`config.mk`:
```
export PLATFORM = sky130hd
export DESIGN_NAME = eadwf_ctrl
export DESIGN_NICKNAME = d
export VERILOG_FILES = /design/src/hw/rtl/eadwf_pkg.sv /design/src/hw/rtl/eadwf_ctrl.sv
export SDC_FILE = /design/constraint.sdc
export NUM_CORES = 1
export LEC_CHECK = 0
export BUFFER_PORTS_ARGS = -buffer_cell sky130_fd_sc_hd__clkbuf_2
export CORE_AREA = 3 3 40 42
export CTS_CLUSTER_SIZE = 12
export DETAILED_ROUTE_END_ITERATION = 8
export DIE_AREA = 0 0 43 45
export RECOVER_POWER = 25
export SYNTH_ARGS = -nofsm -noshare
export SYNTH_HDL_FRONTEND = slang
export SYNTH_SLANG_ARGS = --single-unit
```
`constraint.sdc`:
```
create_clock -name clk -period 1.6 [get_ports clk]
set_clock_uncertainty 0.2 [all_clocks]
set_input_delay 0.16 -clock clk [delete_from_list [all_inputs] [get_ports clk]]
set_output_delay 0.16 -clock clk [all_outputs]
set_load 0.03 [all_outputs]
```
`src/hw/rtl/eadwf_pkg.sv`:
```
// types, constants and state encoding for the edge-aware dilated window filter
// no dependencies; used by every module of the block
`timescale 1ns / 1ps

package eadwf_pkg;

	localparam int PIX_W = 16;
	localparam int COL_W = 13;
	localparam int ROW_W = 14;
	localparam int HGT_W = 15;
	localparam int SPC_W = 4;
	localparam int LIN_W = 27;
	localparam int TAP_W = 3;
	localparam int WT_W  = 22;
	localparam int VAL_W = 48;
	localparam int NRM_W = 28;
	localparam int CNT_W = 6;

	localparam logic [NRM_W-1:0] RANGE_OFFSET = NRM_W'(1000);
	localparam logic [VAL_W-1:0] RECIP_NUM    = VAL_W'(1000) << 20;
	localparam logic [PIX_W-1:0] PIX_MAX      = 16'hFFFF;
	localparam logic [HGT_W-1:0] HGT_CAP      = HGT_W'(16384);

	localparam logic [1:0] REG_IMAGE_WIDTH  = 2'd0;
	localparam logic [1:0] REG_IMAGE_HEIGHT = 2'd1;
	localparam logic [1:0] REG_TAP_SPACING  = 2'd2;
	localparam logic [1:0] REG_WIDE_KERNEL  = 2'd3;

	localparam logic CMD_PIXEL = 1'b0;
	localparam logic CMD_FLUSH = 1'b1;

	typedef enum logic [3:0] {
		ST_IDLE,
		ST_STEP,
		ST_DECIDE,
		ST_CTR_RD,
		ST_CTR_LD,
		ST_TAP_CHK,
		ST_TAP_RD,
		ST_TAP_LD,
		ST_TAP_DIV,
		ST_TAP_WAIT,
		ST_TAP_MUL,
		ST_TAP_ACC,
		ST_FIN_DIV,
		ST_FIN_WAIT,
		ST_EMIT
	} state_t;

	typedef struct packed {
		logic [COL_W-1:0] image_width;
		logic [HGT_W-1:0] image_height;
		logic [SPC_W-1:0] tap_spacing;
		logic             wide_kernel;
	} cfg_t;

	typedef struct packed {
		logic take;
		logic step;
		logic tap_init;
		logic ctr_rd;
		logic ctr_ld;
		logic tap_chk;
		logic tap_rd;
		logic tap_ld;
		logic div_wt;
		logic wt_ld;
		logic mul;
		logic acc;
		logic tap_adv;
		logic fin_div;
		logic emit;
	} cmd_t;

	typedef struct packed {
		logic elig;
		logic tap_ok;
		logic tap_last;
		logic div_done;
		logic out_free;
	} sts_t;

endpackage

```
`src/hw/rtl/eadwf_ctrl.sv`:
```
// controller state machine sequencing one item through the datapath
// depends on eadwf_pkg
`timescale 1ns / 1ps

module eadwf_ctrl (
	input  logic            clk,
	input  logic            arst_n,
	input  logic            in_valid,
	output logic            in_ready,
	input  eadwf_pkg::sts_t sts,
	output eadwf_pkg::cmd_t cmd
);

	eadwf_pkg::state_t state_q;
	eadwf_pkg::state_t state_d;

	always_ff @(posedge clk or negedge arst_n) begin
		if (!arst_n) begin
			state_q <= eadwf_pkg::ST_IDLE;
		end else begin
			state_q <= state_d;
		end
	end

	always_comb begin
		state_d = state_q;
		case (state_q)
			eadwf_pkg::ST_IDLE:     if (in_valid) state_d = eadwf_pkg::ST_STEP;
			eadwf_pkg::ST_STEP:     state_d = eadwf_pkg::ST_DECIDE;
			eadwf_pkg::ST_DECIDE:   state_d = sts.elig ? eadwf_pkg::ST_CTR_RD : eadwf_pkg::ST_IDLE;
			eadwf_pkg::ST_CTR_RD:   state_d = eadwf_pkg::ST_CTR_LD;
			eadwf_pkg::ST_CTR_LD:   state_d = eadwf_pkg::ST_TAP_CHK;
			eadwf_pkg::ST_TAP_CHK: begin
				if (sts.tap_ok) begin
					state_d = eadwf_pkg::ST_TAP_RD;
				end else if (sts.tap_last) begin
					state_d = eadwf_pkg::ST_FIN_DIV;
				end
			end
			eadwf_pkg::ST_TAP_RD:   state_d = eadwf_pkg::ST_TAP_LD;
			eadwf_pkg::ST_TAP_LD:   state_d = eadwf_pkg::ST_TAP_DIV;
			eadwf_pkg::ST_TAP_DIV:  state_d = eadwf_pkg::ST_TAP_WAIT;
			eadwf_pkg::ST_TAP_WAIT: if (sts.div_done) state_d = eadwf_pkg::ST_TAP_MUL;
			eadwf_pkg::ST_TAP_MUL:  state_d = eadwf_pkg::ST_TAP_ACC;
			eadwf_pkg::ST_TAP_ACC: begin
				state_d = sts.tap_last ? eadwf_pkg::ST_FIN_DIV : eadwf_pkg::ST_TAP_CHK;
			end
			eadwf_pkg::ST_FIN_DIV:  state_d = eadwf_pkg::ST_FIN_WAIT;
			eadwf_pkg::ST_FIN_WAIT: if (sts.div_done) state_d = eadwf_pkg::ST_EMIT;
			eadwf_pkg::ST_EMIT:     if (sts.out_free) state_d = eadwf_pkg::ST_IDLE;
			default:                state_d = eadwf_pkg::ST_IDLE;
		endcase
	end

	always_comb begin
		cmd      = '0;
		in_ready = 1'b0;
		case (state_q)
			eadwf_pkg::ST_IDLE: begin
				in_ready = 1'b1;
				cmd.take = in_valid;
			end
			eadwf_pkg::ST_STEP:     cmd.step = 1'b1;
			eadwf_pkg::ST_DECIDE:   cmd.tap_init = sts.elig;
			eadwf_pkg::ST_CTR_RD:   cmd.ctr_rd = 1'b1;
			eadwf_pkg::ST_CTR_LD:   cmd.ctr_ld = 1'b1;
			eadwf_pkg::ST_TAP_CHK: begin
				cmd.tap_chk = 1'b1;
				cmd.tap_adv = !sts.tap_ok;
			end
			eadwf_pkg::ST_TAP_RD:   cmd.tap_rd = 1'b1;
			eadwf_pkg::ST_TAP_LD:   cmd.tap_ld = 1'b1;
			eadwf_pkg::ST_TAP_DIV:  cmd.div_wt = 1'b1;
			eadwf_pkg::ST_TAP_WAIT: cmd.wt_ld = sts.div_done;
			eadwf_pkg::ST_TAP_MUL:  cmd.mul = 1'b1;
			eadwf_pkg::ST_TAP_ACC: begin
				cmd.acc     = 1'b1;
				cmd.tap_adv = 1'b1;
			end
			eadwf_pkg::ST_FIN_DIV:  cmd.fin_div = 1'b1;
			eadwf_pkg::ST_FIN_WAIT: cmd = '0;
			eadwf_pkg::ST_EMIT:     cmd.emit = sts.out_free;
			default:                cmd = '0;
		endcase
	end

endmodule

```
==> impl_metrics.csv, run 1 <==
group,metric,value,unit
synth,ys_seq_area_share,23.05,%
synth,syn-cell-area,434.2,µm²
synth,ys_top_cells_by_count,"sky130_fd_sc_hd__nor3_1 (8), sky130_fd_sc_hd__nand2_1 (7), sky130_fd_sc_hd__nor2_1 (7)",
sta,timing.worst_endpoint.kind,"top-level output",
die,die_height,45,µm
synth,yosys_warnings,0,
outcome,error,"[ERROR DPL-0038] Utilization greater than 100%, impossible to legalize",
synth,synthDistinctLibCells,25,
synth,synth-edff-count,0,
die,initial_utilization,33.79,%
die,die_x,43,µm
global_routing,grt_start_max_net_pins,9,
synth,synth_top_flop_cell,"sky130_fd_sc_hd__dfrtp_1",
synth,yosys.area.top_type,"sky130_fd_sc_hd__dfrtp_1",
placement,finalWeightedCongestion,0.8606,
synth,mappedNetlistNets,72,
synth,async_reset_ff_share,100.0,%
placement,dp_hpwl,1.151,mm
placement,dp_cells,116,
synth,synthMostInstantiatedCell,"sky130_fd_sc_hd__nor3_1",
sta,globalroute.repair_timing.worst_endpoint,"cmd[12]",
outcome,failed_stage,"global routing",
outcome,status,"did not finish",
placement,port_buffers,23,
clock_tree,number_of_clock_buffers_inserted_by_tritoncts,3,
synth,synth.top_cells.by_area,"sky130_fd_sc_hd__dfrtp_1 (23%), sky130_fd_sc_hd__nor3_1 (9.2%), sky130_fd_sc_hd__nand2_1 (6.1%), sky130_fd_sc_hd__nor2_1 (6.1%), sky130_fd_sc_hd__a21oi_1 (4.6%)",
die,pin_count,24,
clock_tree,cts_root_buf,"sky130_fd_sc_hd__clkbuf_4",
synth,synth_cells,64,
clock_tree,tritoncts_num_sinks,4,
die,rows,13,
synth,ys_seq_elements,4,
synth,synth_top_area_share,23.05,%
clock_tree,max-clock-path-buffers,2,
synth,synth_area_per_cell,6.784,µm²
clock_tree,clock_tree.htree_level_count,1,
==> repair_timing <==
action | in CTS
resized for setup | 73
setup buffers | 14
pin swaps | 10
hold endpoints to repair | 5
hold buffers | 2
endpoints found under the setup margin | 17
gates cloned | 0
==> cells by family after synthesis <==
family / synth area share [%]
AOI/OAI and AO/OA: 21.90
buffers and inverters: 9.222
DFF: 23.06
muxes: 2.593
and+or+nand+nor: 43.23
==> stage by stage <==
| stage | instance area, µm² | worst slack [ns] | setup TNS [ns] | utilization, % | hold slack [ns] |
|---|---|---|---|---|---|
| CTS | 1182 | -0.1862 | -1.637 | 92.02 | 0.06149 |
| floorplan | 488.0 | -0.1810 | -0.7034 | - | -0.3356 |
| global placement | 729.5 | -0.1016 | -0.2225 | 56.77 | -0.2328 |
| detailed placement | 729.5 | -0.1283 | -0.3598 | 56.77 | -0.2297 |
==> inputs of run 2 (changes only) <==
CORE_AREA = 3 3 64 66   (was 3 3 40 42)
CTS_CLUSTER_SIZE = default   (was 12)
DIE_AREA = 0 0 67 69   (was 0 0 43 45)
PLACE_DENSITY_LB_ADDON = 0.15   (was default)
clock period = 2.08 ns   (was 1.6 ns; I/O delays follow)
==> impl_metrics.csv, run 2 <==
group,metric,value,unit
outcome,status,"completed",
global_routing,number_of_global_route_vias_before_repair,582,
synth,syn-cell-area,434.2,µm²
sta,rsz0062_at_grt,"false",
sta,final_period_minus_worst_setup_slack,1.955,ns
synth,ys_seq_elements,4,
synth,mappedNetlistNets,72,
sta,fin_worst_hold_slack,0.04390,ns
global_routing,gr-usage-all-layers,7.499,%
setup_path,cp.buffers_inverters,2,
synth,synthMostInstantiatedCell,"sky130_fd_sc_hd__nor3_1",
synth,ys_seq_area_share,23.05,%
final_layout,multiInputGateArea,306.5,µm²
synth,ys_top_cells_by_count,"sky130_fd_sc_hd__nor3_1 (8), sky130_fd_sc_hd__nand2_1 (7), sky130_fd_sc_hd__nor2_1 (7)",
sta,finalHoldViolations,0,
setup_path,start_kind,"register",
setup_path,cp_slowest_cell,"sky130_fd_sc_hd__dfrtp_1",
setup_path,worstPathMaxFanout,7,
final_layout,layout_common_cells,"sky130_fd_sc_hd__clkbuf_2 (22), sky130_fd_sc_hd__nor3_1 (8), sky130_fd_sc_hd__nand2_1 (7), sky130_fd_sc_hd__nor2_1 (7)",
global_routing,grt_pass1_wl,2.746,mm
detailed_routing,via_count,583,
detailed_routing,ant_nets,0,
final_layout,largest_register,"state_q",
setup_path,top_delay_family_on_crit_path,"flip-flops",
power,vdd_ir_drop_max,0.2595,mV
setup_path,cpPeakStageDelay,0.44,ns
final_layout,post_route_cells_drive_above_1_share,39.13,%
die,dieArea,0.004623,mm²
sta,final.setup.tns,0,ns
detailed_routing,dr.first_iter.drc_count,12,
clock_tree,tritoncts_num_sinks,4,
die,initial_utilization,11.95,%
placement,finalWeightedCongestion,0.7898,
clock_tree,max-clock-path-buffers,2,
final_layout,layout_commonest_cell,"sky130_fd_sc_hd__clkbuf_2",
die,core_area,0.003633,mm²
synth,yosys.area.top_type,"sky130_fd_sc_hd__dfrtp_1",
sta,finalCritPeriodShare,94.00,%
final_layout,non_filler_instance_count_after_layout,140,
final_layout,nets,102,
synth,synth_top_flop_cell,"sky130_fd_sc_hd__dfrtp_1",
sta,fmax,511.5,MHz
synth,synth-edff-count,0,
final_layout,synthToLayoutAreaGrowth,59.37,%
final_layout,regArea,100.1,µm²
synth,yosys_warnings,0,
detailed_routing,drt_drc_violations_left,0,
placement,detailed_place.area,641.9,µm²
synth,synth_cells,64,
sta,final_report_setup_violation_count,0,
synth,synth.top_cells.by_area,"sky130_fd_sc_hd__dfrtp_1 (23%), sky130_fd_sc_hd__nor3_1 (9.2%), sky130_fd_sc_hd__nand2_1 (6.1%), sky130_fd_sc_hd__nor2_1 (6.1%), sky130_fd_sc_hd__a21oi_1 (4.6%)",
final_layout,n_antenna_cell,0,
final_layout,final_area,691.9,µm²
die,die_height,69,µm
placement,dp_hpwl,1.350,mm
final_layout,largest_register_ff_count,4,
setup_path,critPathRequiredTime,1.67,ns
die,die_x,67,µm
sta,slew_viol_final,0,
clock_tree,tritoncts,"built",
power,p_per_area,1607,mW/mm²
final_layout,fill_count,440,
clock_tree,clock_tree.htree_level_count,1,
clock_tree,number_of_clock_buffers_inserted_by_tritoncts,3,
global_routing,grt_start_max_net_pins,16,
die,rows,22,
clock_tree,post-cts-setup-buffers,0,
global_routing,initial_antenna_violation_count,0,
placement,port_buffers,23,
synth,async_reset_ff_share,100.0,%
sta,maxSlewHeadroom,77.16,%
final_layout,utilization,19.04,%
clock_tree,worst_skew_pair.late_latency,0.22,ns
detailed_routing,wl_per_cell,11.68,µm
sta,tightestPinTransition,0.3398,ns
detailed_routing,via_per_inst,4.164,
clock_tree,path_clk_slew,0.04,ns
die,pin_count,24,
detailed_routing,firstDrtPassIters,4,
global_routing,gr-total-overflow,0,
setup_path,criticalPathCategory,"register to output port",
placement,dp_cells,136,
detailed_routing,routed_wl,1.635,mm
final_layout,top_regs,"state_q (4)",
power,static-leakage-power,0.3224,nW
flow_run,drv.max_cap_violation_count,0,
setup_path,arrival,1.55,ns
synth,synth_area_per_cell,6.784,µm²
setup_path,timing.critical_path.cells,"buf_4 -> nand2b_1 -> o22ai_1 -> and2_1 -> clkbuf_2",
synth,synthDistinctLibCells,25,
setup_path,timing.critical_path.to_type,"output port",
min_path,hold_path_class,"input pin to register",
clock_tree,cts_root_buf,"sky130_fd_sc_hd__clkbuf_8",
synth,synth_top_area_share,23.05,%
run 2: path summary, 6_finish.rpt:
| path | startpoint | endpoint | slack, ns | cells past startpoint |
|---|---|---|---|---|
| worst max-delay path | state_q[2] | cmd[2] | 0.12 | 5 |
| worst min-delay path | in_valid | state_q[0] | 0.04 | 3 |
| worst max register to register | state_q[0] | state_q[3] | 0.29 | 4 |
| worst min register to register | state_q[1] | state_q[1] | 0.51 | 2 |
| max in group asynchronous | arst_n | state_q[2] | 1.32 | 2 |
| min in group asynchronous | arst_n | state_q[0] | 0.16 | 2 |
run 2: per-layer routing:
metal | global-route usage [%] | wire length, µm | vias up
met3 | 2.117 | 97 | 0
met5 | 0 | 0 | -
li1 | - | - | 283
met4 | 3.153 | 0 | 0
met1 | 9.378 | 720 | 280
met2 | 11.79 | 817 | 20
run 2: area by class of cell:
class                           count  area share (%)
Multi-Input combinational cell     50           44.30
Timing Repair Buffer               29           23.33
Sequential cell                     4           14.47
Tap cell                           48           8.680
Clock buffer                        3           5.967
Inverter                            6           3.255
run 2: worst register-to-register path: cells and delay by family (launching register included):
family,cells,cell delay (ns)
AND/OR/NAND/NOR,2,0.62
flip-flops,1,0.44
multiplexers,1,0.33
AO/OA/AOI/OAI,1,0.08
run 2: power breakdown:
part	internal [W]	switching, W	leakage, nW	total, W
clock network	0.000123	0.0000401	0.0216	0.000163
logic	0.000277	0.000507	0.253	0.000784
registers	0.000119	0.0000451	0.0480	0.000164
total	0.000519	0.000592	0.322	0.00111
run 2: kinds of logic (layout without fill, tap and decap cells):
family          count (synthesis)  count (layout)  synth area share (%)
compound gates                 14              14                 21.90
simple gates                   35              35                 43.23
flops                           4               4                 23.06
mux                             1               1                 2.593
buf+inv                        10              38                 9.222
run 2: per-stage QoR:
step / setup slack, ns / power, W
floorplan: -0.06505 / 0.0007139
global placement: 0.2766 / 0.0009627
detailed placement: 0.2918 / 0.0009552
CTS: 0.09535 / 0.001127
global route: 0.01608 / 0.001206
finish: 0.1248 / 0.001112
run 2: timing repair:
item,CTS,global route
endpoints found under the hold margin,4,0
gates resized for setup,0,0
hold buffers,1,0
No activity file was read; power rests on OpenSTA's default activity.
